==> src/assert_macros.svh <==
// assertion macros used by the display scanner rtl
`ifndef ASSERT_MACROS_SVH
`define ASSERT_MACROS_SVH

// property checked on every rising clock edge outside reset
`define ASSERT_CLK(label, prop, msg) \
    label: assert property (@(posedge aclk) disable iff (!aresetn) (prop)) else $error(msg);

// implication checked on every rising clock edge outside reset
`define ASSERT_IMPL(label, ante, cons, msg) \
    label: assert property (@(posedge aclk) disable iff (!aresetn) (ante) |=> (cons)) \
        else $error(msg);

`endif

==> src/cdds_pkg.sv <==
// types, constants and helper functions for the charlieplexed display scanner
package cdds_pkg;

    localparam int unsigned NUM_SEGMENTS = 16;
    localparam int unsigned NUM_PINS     = 5;
    localparam int unsigned IDX_W        = 4;
    localparam int unsigned PIN_IDX_W    = 3;
    localparam int unsigned CNT_W        = 16;

    localparam logic [CNT_W-1:0] STEP_INTERVAL_RESET = 16'd300;
    localparam logic [7:0]       VALUE_MAX           = 8'd199;
    localparam logic [7:0]       HUNDRED             = 8'd100;

    // tdata widths of the two stream channels
    localparam int unsigned S_TDATA_W = 32;
    localparam int unsigned M_TDATA_W = 16;

    typedef enum logic [1:0] {
        ACT_TICK       = 2'd0,
        ACT_SET_VALUE  = 2'd1,
        ACT_SET_DIGITS = 2'd2,
        ACT_CLEAR      = 2'd3
    } action_t;

    typedef logic [PIN_IDX_W-1:0] pin_idx_t;

    // zero-based anode pin of each segment
    function automatic pin_idx_t seg_anode(input logic [IDX_W-1:0] idx);
        pin_idx_t p;
        unique case (idx)
            4'd0:    p = 3'd2;
            4'd1:    p = 3'd1;
            4'd2:    p = 3'd1;
            4'd3:    p = 3'd2;
            4'd4:    p = 3'd3;
            4'd5:    p = 3'd3;
            4'd6:    p = 3'd4;
            4'd7:    p = 3'd4;
            4'd8:    p = 3'd4;
            4'd9:    p = 3'd0;
            4'd10:   p = 3'd1;
            4'd11:   p = 3'd0;
            4'd12:   p = 3'd2;
            4'd13:   p = 3'd0;
            4'd14:   p = 3'd3;
            default: p = 3'd4;
        endcase
        return p;
    endfunction

    // zero-based cathode pin of each segment
    function automatic pin_idx_t seg_cathode(input logic [IDX_W-1:0] idx);
        pin_idx_t p;
        unique case (idx)
            4'd0:    p = 3'd3;
            4'd1:    p = 3'd3;
            4'd2:    p = 3'd2;
            4'd3:    p = 3'd1;
            4'd4:    p = 3'd2;
            4'd5:    p = 3'd1;
            4'd6:    p = 3'd1;
            4'd7:    p = 3'd2;
            4'd8:    p = 3'd3;
            4'd9:    p = 3'd1;
            4'd10:   p = 3'd0;
            4'd11:   p = 3'd2;
            4'd12:   p = 3'd0;
            4'd13:   p = 3'd3;
            4'd14:   p = 3'd0;
            default: p = 3'd0;
        endcase
        return p;
    endfunction

    // seven-segment pattern, bit 0 is segment a, digit taken modulo 10
    function automatic logic [6:0] digit_pattern(input logic [3:0] d);
        logic [3:0] m;
        logic [6:0] p;
        m = (d >= 4'd10) ? d - 4'd10 : d;
        unique case (m)
            4'd0:    p = 7'h3F;
            4'd1:    p = 7'h06;
            4'd2:    p = 7'h5B;
            4'd3:    p = 7'h4F;
            4'd4:    p = 7'h66;
            4'd5:    p = 7'h6D;
            4'd6:    p = 7'h7D;
            4'd7:    p = 7'h07;
            4'd8:    p = 7'h7F;
            4'd9:    p = 7'h6F;
            default: p = 7'h00;
        endcase
        return p;
    endfunction

    // segment mask: b1/c1, then tens a..g, then units a..g
    function automatic logic [NUM_SEGMENTS-1:0] build_mask(
        input logic       one,
        input logic [3:0] tens,
        input logic [3:0] units
    );
        return {digit_pattern(units), digit_pattern(tens), {2{one}}};
    endfunction

endpackage

==> src/charlieplex_digit_display_scanner.sv <==
// charlieplexed 1.88 display scanner with stream input and result channels
//
//  channel   direction  handshake                      payload
//  s_axis    in         s_axis_tvalid / s_axis_tready  tuser action, tdata operands
//  m_axis    out        m_axis_tvalid / m_axis_tready  tdata pin drive and scan status
//  cfg       in         cfg_valid / cfg_ready          cfg_data step interval
//
// one item is taken per cycle while m_axis is not stalled; each result passes through the
// input register, then the result register, where the display state is updated
// aresetn is synchronous and active low; it clears the mask, counter, scan index and pins
// a stalled m_axis holds the result register and backs up into the input register
// cfg writes are always taken and land in the step interval register at once

`include "assert_macros.svh"

module charlieplex_digit_display_scanner (
    input  logic                            aclk,
    input  logic                            aresetn,
    // input stream
    input  logic                            s_axis_tvalid,
    output logic                            s_axis_tready,
    // [15:0] value, [16] show_one, [20:17] tens_digit, [24:21] units_digit, rest zero
    input  logic [cdds_pkg::S_TDATA_W-1:0]  s_axis_tdata,
    // [1:0] action
    input  logic [1:0]                      s_axis_tuser,
    // result stream
    output logic                            m_axis_tvalid,
    input  logic                            m_axis_tready,
    // [4:0] pin_drive, [9:5] pin_high, [10] stepped, [14:11] scan_position, [15] zero
    output logic [cdds_pkg::M_TDATA_W-1:0]  m_axis_tdata,
    // configuration
    input  logic                            cfg_valid,
    output logic                            cfg_ready,
    input  logic [cdds_pkg::CNT_W-1:0]      cfg_data
);

    import cdds_pkg::*;

    // input register
    logic                   in_valid_reg;
    action_t                in_action_reg;
    logic [15:0]            in_value_reg;
    logic                   in_one_reg;
    logic [3:0]             in_tens_reg;
    logic [3:0]             in_units_reg;

    // display state
    logic [CNT_W-1:0]        step_interval_reg;
    logic [NUM_SEGMENTS-1:0] seg_mask_reg;
    logic [NUM_SEGMENTS-1:0] seg_mask_next;
    logic [IDX_W-1:0]        scan_idx_reg;
    logic [IDX_W-1:0]        scan_idx_next;
    logic [CNT_W-1:0]        elapsed_reg;
    logic [CNT_W-1:0]        elapsed_next;
    logic [NUM_PINS-1:0]     drive_en_reg;
    logic [NUM_PINS-1:0]     drive_en_next;
    logic [NUM_PINS-1:0]     drive_lvl_reg;
    logic [NUM_PINS-1:0]     drive_lvl_next;
    logic                    stepped_next;

    // result register
    logic                    out_valid_reg;
    logic [M_TDATA_W-1:0]    out_data_reg;

    logic                    out_free;
    logic                    advance;

    // value path
    logic [7:0]              val_sat;
    logic                    val_one;
    logic [6:0]              val_rem;
    logic [14:0]             val_prod;
    logic [3:0]              val_tens;
    logic [6:0]              val_tens_x10;
    logic [3:0]              val_units;

    // tick path
    logic [CNT_W-1:0]        elapsed_inc;
    logic                    step_due;
    pin_idx_t                anode;
    pin_idx_t                cathode;

    assign out_free      = !out_valid_reg || m_axis_tready;
    assign advance       = in_valid_reg && out_free;
    assign s_axis_tready = !in_valid_reg || out_free;
    assign cfg_ready     = 1'b1;
    assign m_axis_tvalid = out_valid_reg;
    assign m_axis_tdata  = out_data_reg;

    // input register control
    always_ff @(posedge aclk) begin
        if (!aresetn) begin
            in_valid_reg <= 1'b0;
        end else if (s_axis_tready) begin
            in_valid_reg <= s_axis_tvalid;
        end
    end

    // input register payload
    always_ff @(posedge aclk) begin
        if (s_axis_tvalid && s_axis_tready) begin
            in_action_reg <= action_t'(s_axis_tuser);
            in_value_reg  <= s_axis_tdata[15:0];
            in_one_reg    <= s_axis_tdata[16];
            in_tens_reg   <= s_axis_tdata[20:17];
            in_units_reg  <= s_axis_tdata[24:21];
        end
    end

    // saturate to 199, strip the hundred, split tens and units (r * 205 >> 11 is r / 10)
    always_comb begin
        val_sat      = (in_value_reg > {8'd0, VALUE_MAX}) ? VALUE_MAX : in_value_reg[7:0];
        val_one      = (val_sat >= HUNDRED);
        val_rem      = val_one ? 7'(val_sat - HUNDRED) : val_sat[6:0];
        val_prod     = 15'(val_rem) * 15'd205;
        val_tens     = val_prod[14:11];
        val_tens_x10 = 7'(val_tens) * 7'd10;
        val_units    = 4'(val_rem - val_tens_x10);
    end

    // saturating tick counter and scanned segment pins
    always_comb begin
        elapsed_inc = (elapsed_reg == {CNT_W{1'b1}}) ? elapsed_reg : elapsed_reg + 1'b1;
        step_due    = (elapsed_inc >= step_interval_reg);
        anode       = seg_anode(scan_idx_reg);
        cathode     = seg_cathode(scan_idx_reg);
    end

    // next display state per action
    always_comb begin
        seg_mask_next  = seg_mask_reg;
        scan_idx_next  = scan_idx_reg;
        elapsed_next   = elapsed_reg;
        drive_en_next  = drive_en_reg;
        drive_lvl_next = drive_lvl_reg;
        stepped_next   = 1'b0;
        unique case (in_action_reg)
            ACT_TICK: begin
                elapsed_next = elapsed_inc;
                if (step_due) begin
                    elapsed_next  = '0;
                    stepped_next  = 1'b1;
                    scan_idx_next = scan_idx_reg + 1'b1;
                    if (seg_mask_reg[scan_idx_reg]) begin
                        drive_en_next  = (NUM_PINS'(1) << anode) | (NUM_PINS'(1) << cathode);
                        drive_lvl_next = NUM_PINS'(1) << anode;
                    end else begin
                        drive_en_next  = '0;
                        drive_lvl_next = '0;
                    end
                end
            end
            ACT_SET_VALUE: begin
                seg_mask_next = build_mask(val_one, val_tens, val_units);
            end
            ACT_SET_DIGITS: begin
                seg_mask_next = build_mask(in_one_reg, in_tens_reg, in_units_reg);
            end
            ACT_CLEAR: begin
                seg_mask_next = '0;
            end
            default: begin
                seg_mask_next = seg_mask_reg;
            end
        endcase
    end

    // step interval register
    always_ff @(posedge aclk) begin
        if (!aresetn) begin
            step_interval_reg <= STEP_INTERVAL_RESET;
        end else if (cfg_valid && cfg_ready) begin
            step_interval_reg <= cfg_data;
        end
    end

    // display state, updated as an item moves into the result register
    always_ff @(posedge aclk) begin
        if (!aresetn) begin
            seg_mask_reg  <= '0;
            scan_idx_reg  <= '0;
            elapsed_reg   <= '0;
            drive_en_reg  <= '0;
            drive_lvl_reg <= '0;
        end else if (advance) begin
            seg_mask_reg  <= seg_mask_next;
            scan_idx_reg  <= scan_idx_next;
            elapsed_reg   <= elapsed_next;
            drive_en_reg  <= drive_en_next;
            drive_lvl_reg <= drive_lvl_next;
        end
    end

    // result register control
    always_ff @(posedge aclk) begin
        if (!aresetn) begin
            out_valid_reg <= 1'b0;
        end else if (out_free) begin
            out_valid_reg <= in_valid_reg;
        end
    end

    // result register payload
    always_ff @(posedge aclk) begin
        if (advance) begin
            out_data_reg <= {1'b0, scan_idx_next, stepped_next, drive_lvl_next, drive_en_next};
        end
    end

    // driven-high pins are always among the driven pins
    `ASSERT_CLK(a_high_within_drive, (drive_lvl_reg & ~drive_en_reg) == '0,
        "pin driven high without its enable")

    // either all pins float or exactly one anode and one cathode are driven
    `ASSERT_CLK(a_two_pins_or_none,
        ($countones(drive_en_reg) == 0) || ($countones(drive_en_reg) == 2),
        "wrong number of driven pins")

    // a scan step moves the index on by one
    `ASSERT_IMPL(a_scan_advances, advance && stepped_next,
        scan_idx_reg == IDX_W'($past(scan_idx_reg) + 1'b1), "scan index did not advance")

endmodule

==> config.mk <==
export PLATFORM = sky130hd
export DESIGN_NAME = charlieplex_digit_display_scanner
export DESIGN_NICKNAME = d
export VERILOG_FILES = /design/src/cdds_pkg.sv /design/src/charlieplex_digit_display_scanner.sv
export VERILOG_INCLUDE_DIRS = /design/src /design/src/src
export SDC_FILE = /design/constraint.sdc
export NUM_CORES = 1
export LEC_CHECK = 0
export BUFFER_PORTS_ARGS = -buffer_cell sky130_fd_sc_hd__clkbuf_2
export CORE_ASPECT_RATIO = 1.1
export CORE_MARGIN = 2
export CORE_UTILIZATION = 30
export DETAILED_ROUTE_END_ITERATION = 6
export PLACE_DENSITY = 0.42
export SETUP_SLACK_MARGIN = 0.4
export SYNTH_ARGS = -nofsm -noshare
export SYNTH_HDL_FRONTEND = slang
export SYNTH_SLANG_ARGS = --single-unit
==> constraint.sdc <==
create_clock -name aclk -period 9.1 [get_ports aclk]
set_input_delay 1.365 -clock aclk [delete_from_list [all_inputs] [get_ports aclk]]
set_output_delay 1.365 -clock aclk [all_outputs]
set_load 0.03 [all_outputs]
==> impl_metrics.py <==
metrics = {
    "min_path": {
        "hold_path_class": "reg2reg",
    },
    "grt": {
        "grt_start_max_net_pins": 39,
        "grt_pass1_wl_um": 29000,
        "overflow": 0,
        "grt_pass1_vias": 5625,
        "track_usage": 0.138,
        "antenna_found_initial": 0,
    },
    "synthesis": {
        "synth_ff_type": "dfxtp_1",
        "synth-seq-cells": 110,
        "yosysUniqueCellTypes": 79,
        "syn_area_mm2": 0.00748,
        "syn_inst": 825,
        "synth_edf_count": 42,
        "synth-seq-area-share": 0.351,
        "synthesis.nets": 969,
        "yosysWarningCount": 0,
        "avgSynthCellArea_um2": 9.06,
        "synthArstFlopShare": 0,
    },
    "sta": {
        "tightest_slew_ps": 975,
        "max_freq_mhz": 125,
        "hold_ws_ps": 495,
        "period_needed_ps": 7990,
        "rsz0062_at_grt": "no",
        "fin_setup_tns_ps": 0,
        "min_period_over_period": 0.878,
        "slew_headroom": 0.346,
        "hold_violations": 0,
        "finClkSkew_ps": 15.7,
        "setup_viol": 0,
        "drv_slew": 0,
    },
    "floorplanning": {
        "core_mm2": 0.0245,
        "rows": 60,
        "num_io_pins": 74,
        "dieArea_mm2": 0.0262,
        "initial_core_util": 0.306,
        "fp.dieW_um": 155,
        "die_h_um": 170,
    },
    "cells_and_area": {
        "area_delta_synth_final_pct": 12.2,
        "layout-drive-gt1-share": 0.139,
        "nFillCells": 2537,
        "final_cells": 1189,
        "nets": 1018,
        "diodes": 0,
    },
    "critical_path": {
        "arrival_ps": 8280,
        "cp_common_cell": "ha_1",
        "cp.required_ps": 9390,
        "critPathTopFamily": "adder cells",
        "critPathLaunchType": "flop",
        "critical_path.max_fanout": 10,
        "slowest_delay_ps": 620,
        "crit_slowest_cell": "fa_1",
        "cp.buffers_inverters": 5,
        "cp-end-kind": "flop",
        "crit_type": "reg2reg",
    },
    "placed_design": {
        "io_buffers": 64,
        "dp_hpwl_um": 13300,
        "placed_cells": 1173,
        "place.gp.congestion": 0.798,
    },
    "cts": {
        "clk_pin_slew_ps": 90,
        "hold_buffers": 0,
        "cts_setup_buffers": 0,
        "insertion_delay_ps": 360,
        "clock-sinks": 110,
        "clockBufferDepth": 2,
        "root_buffer": "clkbuf_16",
        "htree_levels": 3,
        "cts_made_buffers": 9,
        "cts_tree": "done",
        "cts-resized-gates": 0,
    },
    "flow_run": {
        "cap_violations": 0,
    },
    "run_status": {
        "status": "complete, no violations",
    },
    "power": {
        "vdd_drop_max_v": 0.0000800,
        "powerDensity_mw_per_mm2": 130,
        "leakage_nw": 3.63,
    },
    "route": {
        "routed_wl_um": 17500,
        "drt_pass1_iterations": 4,
        "num_vias": 5800,
        "drcViolationCount": 0,
        "via_per_inst": 4.88,
        "ant_nets": 0,
        "avgRoutedWirePerCell_um": 14.7,
        "first_iter_violations": 299,
    },
}
stage by stage:
step | cell area, µm² | setup WS, ps | utilization | total power [mW]
finish | 8390 | 1110 | 0.343 | 1.09
CTS | 8390 | 978 | 0.343 | 1.11
global placement | 8090 | 976 | 0.330 | 0.697
detailed placement | 8090 | 986 | 0.330 | 0.696
global route | 8390 | 453 | 0.343 | 1.14
floorplan | 7480 | 2020 | - | 0.655
layer usage:
layer  vias to the layer above  track usage  wire length [µm]
met4                         0       0.0370               167
met3                        11       0.0217               611
li1                       3043            -                 -
met1                      2658        0.199              9020
met5                         -            0                 0
met2                        88        0.214              7700
final timing paths:
path                                           start                   end  slack, ps  depth (start not counted)
worst min register to register  step_interval_reg[8]  step_interval_reg[8]        500                          2
worst max register to register       in_value_reg[9]      seg_mask_reg[10]       1110                         32
worst max-delay path                 in_value_reg[9]      seg_mask_reg[10]       1110                         32
worst min-delay path            step_interval_reg[8]  step_interval_reg[8]        500                          2
cells by family after synthesis:
group                    synth area share
XOR/XNOR                           0.0300
multiplexers                       0.0539
AND/OR/NAND/NOR                     0.164
AO/OA/AOI/OAI                       0.190
other                             0.00100
adder cells (fa/ha/maj)             0.158
buffers and inverters              0.0525
flip-flops                          0.351
cell usage in the layout, fill, tap and decap left out, drive strengths merged, types with 6 or more instances in the layout:
cell    Yosys  final
fa          9      9
mux2i      23     23
nor3       18     18
ha         80     80
nand3      23     23
and2        8      8
nor2       82     82
o211ai      8      8
nor4        7      7
edfxtp     42     42
mux2        7      7
inv        67     70
a22oi      11     11
o21a        7      7
a21oi      51     51
dfxtp      68     68
nand3b      6      6
a21o       13     13
a211oi      7      7
o21ai      53     53
clkbuf     23     73
a31oi      15     15
xor2        7      7
xnor2      15     15
or2         8      8
nand2b     11     11
nand2      76     76
worst reg2reg max path, delay by kind of cell (launching register included):
kind / cells / cell delay [ps]
and+or+nand+nor: 7 / 1930
AOI/OAI and AO/OA: 10 / 1660
DFF: 1 / 370
muxes: 1 / 320
buffers and inverters: 5 / 430
adders and majority gates: 9 / 3240
report_power, final:
group / internal, mW / switching, mW / leakage, nW
Sequential: 0.534 / 0.0145 / 0.962
Clock: 0.196 / 0.208 / 0.149
Combinational: 0.0532 / 0.0813 / 2.51
Total: 0.783 / 0.304 / 3.63
synth_stat cells (all sizes together), types with 18 or more instances:
cell | n | share of area
inv | 67 | 0.034
edfxtp | 42 | 0.17
clkbuf | 23 | 0.012
ha | 80 | 0.13
nor2 | 82 | 0.042
dfxtp | 68 | 0.18
mux2i | 23 | 0.031
nand3 | 23 | 0.015
a21oi | 51 | 0.035
o21ai | 53 | 0.037
nor3 | 18 | 0.013
nand2 | 76 | 0.038
area by class of cell:
class / count / area (µm²) / share of cell area
Sequential cell: 110 / 2620 / 0.313
Clock inverter: 7 / 77.6 / 0.00925
Multi-Input combinational cell: 616 / 4460 / 0.532
Tap cell: 310 / 388 / 0.0462
Clock buffer: 9 / 225 / 0.0268
Timing Repair Buffer: 69 / 358 / 0.0427
Inverter: 68 / 255 / 0.0304
Note: power is estimated with default switching activity, not from simulation.
